File: config.mk
export PLATFORM = sky130hd
export DESIGN_NAME = gcd_lcm_unit_core
export DESIGN_NICKNAME = d
export VERILOG_FILES = /design/src/rtl/gclu_pkg.sv /design/src/rtl/gcd_lcm_unit_core.sv
export SDC_FILE = /design/constraint.sdc
export NUM_CORES = 2
export LEC_CHECK = 0
export BUFFER_PORTS_ARGS = -buffer_cell sky130_fd_sc_hd__buf_4
export CAP_MARGIN = 20
export CORE_MARGIN = 2
export CORE_UTILIZATION = 60
export CTS_CLUSTER_DIAMETER = 50
export DETAILED_ROUTE_END_ITERATION = 7
export GPL_ROUTABILITY_DRIVEN = 0
export PLACE_DENSITY = 0.77
export REMOVE_ABC_BUFFERS = 1
export SLEW_MARGIN = 20
export SYNTH_ARGS = -nofsm -noshare
export SYNTH_HDL_FRONTEND = slang
export SYNTH_SLANG_ARGS = --single-unit
File: constraint.sdc
create_clock -name clk -period 23.7 [get_ports clk]
set_input_delay 5.925 -clock clk [delete_from_list [all_inputs] [get_ports clk]]
set_output_delay 5.925 -clock clk [all_outputs]
set_load 0.02 [all_outputs]
File: src/rtl/gclu_pkg.sv
package gclu_pkg;

    localparam int OPERAND_BITS = 31;
    localparam int LCM_BITS     = 2 * OPERAND_BITS;
    localparam int CNT_BITS     = $clog2(OPERAND_BITS + 1);

    typedef struct packed {
        logic [OPERAND_BITS-1:0] first_operand;
        logic [OPERAND_BITS-1:0] second_operand;
    } gclu_req_t;

    typedef struct packed {
        logic [OPERAND_BITS-1:0] gcd_value;
        logic [LCM_BITS-1:0]     lcm_value;
        logic                    both_zero;
    } gclu_rsp_t;

    typedef enum logic [1:0] {
        ST_IDLE,
        ST_GCD,
        ST_DIV,
        ST_MUL
    } gclu_state_t;

endpackage

File: src/rtl/gcd_lcm_unit_core.sv
// Channel | Direction | Handshake        | Word
// req     | in        | req_valid/stall  | first_operand, second_operand
// rsp     | out       | rsp_valid/stall  | gcd_value, lcm_value, both_zero
//
// One word at a time: accept, binary gcd steps, divide steps, then multiply.
// The subtractor is shared; it serves both gcd and divide.
// A zero operand skips gcd and divide.
// rst_n clears the sequencer and the result valid at once.
// A stalled result holds in the output register; the next word may enter.
module gcd_lcm_unit_core (
    input  logic               clk,
    input  logic               rst_n,
    input  logic               req_valid,
    output logic               req_stall,
    input  gclu_pkg::gclu_req_t req_data,
    output logic               rsp_valid,
    input  logic               rsp_stall,
    output gclu_pkg::gclu_rsp_t rsp_data
);
    import gclu_pkg::*;

    localparam int W = OPERAND_BITS;

    gclu_state_t         state_reg, state_next;
    logic [W-1:0]        u_reg, u_next;
    logic [W-1:0]        v_reg, v_next;
    logic [CNT_BITS-1:0] k_reg, k_next;
    logic [W-1:0]        a_reg, a_next;
    logic [W-1:0]        b_reg, b_next;
    logic [W-1:0]        g_reg, g_next;
    logic [W-1:0]        rem_reg, rem_next;
    logic [CNT_BITS-1:0] cnt_reg, cnt_next;
    logic                zero_reg, zero_next;
    gclu_rsp_t           out_reg, out_next;
    logic                out_valid_reg, out_valid_next;

    logic                accept;
    logic                load_out;
    logic                u_lt_v;
    logic                u_eq_v;
    logic [W:0]          sub_x;
    logic [W:0]          sub_y;
    logic [W+1:0]        diff;
    logic                borrow;
    logic [LCM_BITS-1:0] product;

    assign accept    = req_valid && !req_stall;
    assign req_stall = (state_reg != ST_IDLE);
    assign rsp_valid = out_valid_reg;
    assign rsp_data  = out_reg;
    assign load_out  = (state_reg == ST_MUL) && (!out_valid_reg || !rsp_stall);

    assign u_lt_v = (u_reg < v_reg);
    assign u_eq_v = (u_reg == v_reg);

    always_comb
    begin
        if (state_reg == ST_DIV)
        begin
            sub_x = {rem_reg, a_reg[W-1]};
            sub_y = {1'b0, g_reg};
        end
        else
        begin
            sub_x = {1'b0, u_lt_v ? v_reg : u_reg};
            sub_y = {1'b0, u_lt_v ? u_reg : v_reg};
        end
    end

    assign diff    = {1'b0, sub_x} - {1'b0, sub_y};
    assign borrow  = diff[W+1];
    assign product = LCM_BITS'(a_reg) * LCM_BITS'(b_reg);

    always_comb
    begin
        state_next = state_reg;
        unique case (state_reg)
            ST_IDLE:
            begin
                if (accept)
                begin
                    if ((req_data.first_operand == '0) || (req_data.second_operand == '0))
                    begin
                        state_next = ST_MUL;
                    end
                    else
                    begin
                        state_next = ST_GCD;
                    end
                end
            end
            ST_GCD:
            begin
                if (u_eq_v)
                begin
                    state_next = ST_DIV;
                end
            end
            ST_DIV:
            begin
                if (cnt_reg == CNT_BITS'(1))
                begin
                    state_next = ST_MUL;
                end
            end
            ST_MUL:
            begin
                if (load_out)
                begin
                    state_next = ST_IDLE;
                end
            end
            default:
            begin
                state_next = ST_IDLE;
            end
        endcase
    end

    always_comb
    begin
        u_next         = u_reg;
        v_next         = v_reg;
        k_next         = k_reg;
        a_next         = a_reg;
        b_next         = b_reg;
        g_next         = g_reg;
        rem_next       = rem_reg;
        cnt_next       = cnt_reg;
        zero_next      = zero_reg;
        out_next       = out_reg;
        out_valid_next = out_valid_reg && rsp_stall;

        unique case (state_reg)
            ST_IDLE:
            begin
                if (accept)
                begin
                    u_next    = req_data.first_operand;
                    v_next    = req_data.second_operand;
                    k_next    = '0;
                    b_next    = req_data.second_operand;
                    g_next    = req_data.first_operand | req_data.second_operand;
                    zero_next = (req_data.first_operand == '0) &&
                                (req_data.second_operand == '0);
                    if ((req_data.first_operand == '0) || (req_data.second_operand == '0))
                    begin
                        a_next = '0;
                    end
                    else
                    begin
                        a_next = req_data.first_operand;
                    end
                end
            end
            ST_GCD:
            begin
                priority if (u_eq_v)
                begin
                    g_next   = u_reg << k_reg;
                    rem_next = '0;
                    cnt_next = CNT_BITS'(W);
                end
                else if (!u_reg[0] && !v_reg[0])
                begin
                    u_next = u_reg >> 1;
                    v_next = v_reg >> 1;
                    k_next = k_reg + CNT_BITS'(1);
                end
                else if (!u_reg[0])
                begin
                    u_next = u_reg >> 1;
                end
                else if (!v_reg[0])
                begin
                    v_next = v_reg >> 1;
                end
                else if (u_lt_v)
                begin
                    v_next = diff[W-1:0];
                end
                else
                begin
                    u_next = diff[W-1:0];
                end
            end
            ST_DIV:
            begin
                rem_next = borrow ? sub_x[W-1:0] : diff[W-1:0];
                a_next   = {a_reg[W-2:0], ~borrow};
                cnt_next = cnt_reg - CNT_BITS'(1);
            end
            ST_MUL:
            begin
                if (load_out)
                begin
                    out_next.gcd_value = g_reg;
                    out_next.lcm_value = product;
                    out_next.both_zero = zero_reg;
                    out_valid_next     = 1'b1;
                end
            end
            default:
            begin
                out_valid_next = 1'b0;
            end
        endcase
    end

    always_ff @(posedge clk or negedge rst_n)
    begin
        if (!rst_n)
        begin
            state_reg     <= ST_IDLE;
            out_valid_reg <= 1'b0;
        end
        else
        begin
            state_reg     <= state_next;
            out_valid_reg <= out_valid_next;
        end
    end

    always_ff @(posedge clk)
    begin
        u_reg    <= u_next;
        v_reg    <= v_next;
        k_reg    <= k_next;
        a_reg    <= a_next;
        b_reg    <= b_next;
        g_reg    <= g_next;
        rem_reg  <= rem_next;
        cnt_reg  <= cnt_next;
        zero_reg <= zero_next;
        out_reg  <= out_next;
    end

    a_gcd_nonzero: assert property (@(posedge clk) disable iff (!rst_n)
        (state_reg == ST_GCD) |-> ((u_reg != '0) && (v_reg != '0)))
        else $error("gcd operand reached zero");

    a_div_nonzero: assert property (@(posedge clk) disable iff (!rst_n)
        (state_reg == ST_DIV) |-> ((g_reg != '0) && (rem_reg < g_reg)))
        else $error("divide by zero or remainder out of range");

    a_zero_result: assert property (@(posedge clk) disable iff (!rst_n)
        (rsp_valid && rsp_data.both_zero) |->
            ((rsp_data.gcd_value == '0) && (rsp_data.lcm_value == '0)))
        else $error("both-zero result not cleared");

    a_lcm_needs_gcd: assert property (@(posedge clk) disable iff (!rst_n)
        (rsp_valid && (rsp_data.lcm_value != '0)) |-> (rsp_data.gcd_value != '0))
        else $error("nonzero lcm with zero gcd");

    a_hold_result: assert property (@(posedge clk) disable iff (!rst_n)
        (out_valid_reg && rsp_stall && (state_reg == ST_MUL)) |=> (state_reg == ST_MUL))
        else $error("sequencer left multiply while result stalled");

endmodule
==> metrics.txt <==
flop2flop setup slack=14.64 ns; dpl hpwl=98800 um; Post-synth EDFFs=291; Antenna Nets Post-Route=0; die height=286 um; Slew Limit Headroom=0.242; share of layout cells above drive strength 1=0.0754; row count=103; wire length on met1=50200 um; main combinational cell family by area after synthesis=adder cells; RSZ-0062 raised after global routing=false; Netlist cell types=72; initial core utilization=0.604; die area=81500 um2; minimum clock period=9.06 ns; Residual DRC=0; CP Cell Sequence=buf_4, and2_1, fa_1, fa_1, fa_1, inv_1, fa_1, inv_1, fa_1, fa_1, fa_1, fa_1, ha_1, a21oi_2, nand3_1, a211oi_1, o22ai_1, or2_1, a21oi_1, o21ai_1, a31o_2, a211oi_1, o21ai_0, xor2_1; worst endpoint required time=24.02 ns; number of post-CTS setup repair buffers=0; Vias=36200; IO Pins=162; outcome=complete, no violations; Cells after DPL=5932; cell mode on critical path=fa_1; Cells after Synth=4945; Layout area overhead=7.60%; Hold Buf Count CTS=0; clk slew on worst S/H paths=0.06 ns; largest net degree at the start of global routing=118; Num CTS Buffers=43; 1st-pass router iterations=6; WS Path Type=reg -> reg; post-synthesis adder-cell area fraction=0.439; Hold Violations, Final=0; GRT overflow=0; Hold Path End=rsp_data[83]$_DFFE_PP_; simple logic cell fraction of the synthesized area=0.160; synth top area cells=fa_1, edfxtp_1, ha_1; multiplexer share of the synthesized area=0.0297; Die X=286 um; Setup Viol. Count Final=0; Longest Clk Path Bufs=3; initial drt markers=3448; vias per cell=6.03; pre-CTS WS=14.81 ns; Compound-Gate Fraction of Synth Area=0.0803; TritonCTS clock tree=done; filler instances=6157; # port buffers=161; first-pass GRT wire length=211000 um; Worst Max-Slew Pin Slew=1.14 ns; Top Layer Used=met5; Synth top area share=0.353; post-CTS sizing=0; max-cap violations=0; CP Launch Type=register; Post-synth top flop=edfxtp_1; Hold Path Depth=0; post-synth top area cell=fa_1; hold_ws=0.470 ns; Critical path buffers and inverters=3; wire length per cell=22.1 um; Final period util=0.382; CTS Sinks=294; crit path from=a_reg[20]$_DFFE_PP_; Root Buffer Master=clkbuf_16; critical path arrival=9.38 ns; initial antenna violation count=4; skew final=0.0421 ns; TNS Setup=0 ns; CP max stage delay=0.83 ns; metal2 WL=62800 um; critical path peak fanout=18; average size of a mapped cell=9.61 um2; XOR/XNOR share of the synthesized area=0.0162; Crit path max-delay family=adder cells; Mapped Area=47500 um2; vias in the first global route=38100; worst r2r dst=rsp_data[61]$_DFFE_PP_; post-synthesis register bit count=294; Core Area=78700 um2; Seq/Total Area, Yosys=0.185; Total Wirelength=133000 um; fmax=110 MHz; worst r2r src=a_reg[20]$_DFFE_PP_; worst setup margin=14.64 ns; Final Slew Violations=0; Total Nets Final=6159; worst hold path class=reg -> reg; Total GRT Usage=0.333; hold_sp=g_reg[20]$_DFFE_PP_; Synth Warn #=0; fraction of registers with async set/reset=0.0102; met3 wire length=14300 um; clk_lat worst skew=0.61 ns; Worst path slowest cell=edfxtp_1; fin cells=6012; Crit. End Element=register; Largest register FFs=94; H-tree depth=2; Reg2Reg Depth=24
## Yosys cell counts, types with 10 or more instances
| library cell | count |
|---|---|
| a31oi_1 | 16 |
| mux2_2 | 10 |
| nand4_1 | 32 |
| nor3_1 | 28 |
| clkbuf_1 | 282 |
| nor4_1 | 16 |
| nand2_1 | 624 |
| and2_1 | 544 |
| mux2i_1 | 78 |
| edfxtp_1 | 291 |
| mux4_2 | 23 |
| o22ai_1 | 19 |
| nor2_1 | 228 |
| buf_1 | 14 |
| a21oi_1 | 194 |
| a221o_1 | 29 |
| o21ai_0 | 138 |
| o21bai_1 | 10 |
| o21a_1 | 10 |
| ha_1 | 327 |
| nand3_1 | 30 |
| inv_1 | 817 |
| nand2b_1 | 11 |
| a211oi_1 | 24 |
| fa_1 | 838 |
| nor2b_1 | 16 |
| xnor2_1 | 55 |
| xor2_1 | 33 |
| a21o_1 | 79 |
| a221oi_1 | 25 |
## cell type report
| class | count | area, um2 | share of cell area |
|---|---|---|---|
| antenna | 1 | 2.50 | 0.0000489 |
| sequential | 294 | 8810 | 0.172 |
| timing repair buffer | 244 | 1860 | 0.0363 |
| tap | 1050 | 1310 | 0.0257 |
| clock inverter | 29 | 428 | 0.00836 |
| inverter | 817 | 3070 | 0.0599 |
| clock buffer | 49 | 1100 | 0.0215 |
| multi-input combinational | 3528 | 34600 | 0.676 |
## layer usage
| metal | vias up | track usage |
|---|---|---|
| met5 | - | 0 |
| met4 | 10 | 0.127 |
| met3 | 417 | 0.0758 |
| met2 | 2054 | 0.545 |
| met1 | 18200 | 0.435 |
| li1 | 15600 | - |
## stage by stage
| stage | utilization | cell area, um2 |
|---|---|---|
| 2_1_floorplan | - | 46400 |
| 3_3_place_gp | 0.630 | 49600 |
| 3_5_place_dp | 0.630 | 49600 |
| 4_1_cts | 0.650 | 51100 |
| 5_1_grt | 0.650 | 51200 |
| 6_report | 0.650 | 51200 |
## cells by family (layout without fill, tap and decap cells)
group | count (synthesis) | after routing
AND/OR/NAND/NOR | 1565 | 1565
multiplexers | 111 | 111
other | 0 | 1
buffers and inverters | 1123 | 1139
adder cells (fa/ha/maj) | 1165 | 1165
AO/OA/AOI/OAI | 599 | 599
flip-flops | 294 | 294
XOR/XNOR | 88 | 88
## worst max-delay path by stage
stage,end,slack (ns),depth (start not counted)
after CTS,rsp_data[61]$_DFFE_PP_,14.76,24
final,rsp_data[61]$_DFFE_PP_,14.64,24
after floorplan,rsp_data[0]$_DFFE_PP_,10.30,1
after detailed placement,rsp_data[61]$_DFFE_PP_,14.81,24
after global placement,rsp_data[61]$_DFFE_PP_,15.05,24
after global routing,rsp_data[61]$_DFFE_PP_,14.28,24
## worst register-to-register path, delay by kind of cell (launching register included)
| kind | cells | cell delay, ns |
|---|---|---|
| adders and majority gates | 9 | 4.28 |
| buffers and inverters | 3 | 0.51 |
| AOI/OAI and AO/OA | 8 | 2.27 |
| DFF | 1 | 0.83 |
| xor gates and xnor gates | 1 | 0.16 |
| and+or+nand+nor | 3 | 0.74 |
## placed cells by master, fill, tap and decap left out, drive strengths merged, types with 78 or more instances in the layout
| master | synthesis | layout |
|---|---|---|
| ha | 327 | 327 |
| fa | 838 | 838 |
| mux2i | 78 | 78 |
| and2 | 544 | 544 |
| edfxtp | 291 | 291 |
| o21ai | 144 | 144 |
| a21oi | 196 | 196 |
| nand2 | 624 | 624 |
| nor2 | 228 | 228 |
| a21o | 79 | 79 |
| buf | 24 | 244 |
| inv | 817 | 826 |
Power is left out: the tool's default activity adds up to more than one toggle a clock period on the data nets, which glitch-free logic cannot reach.
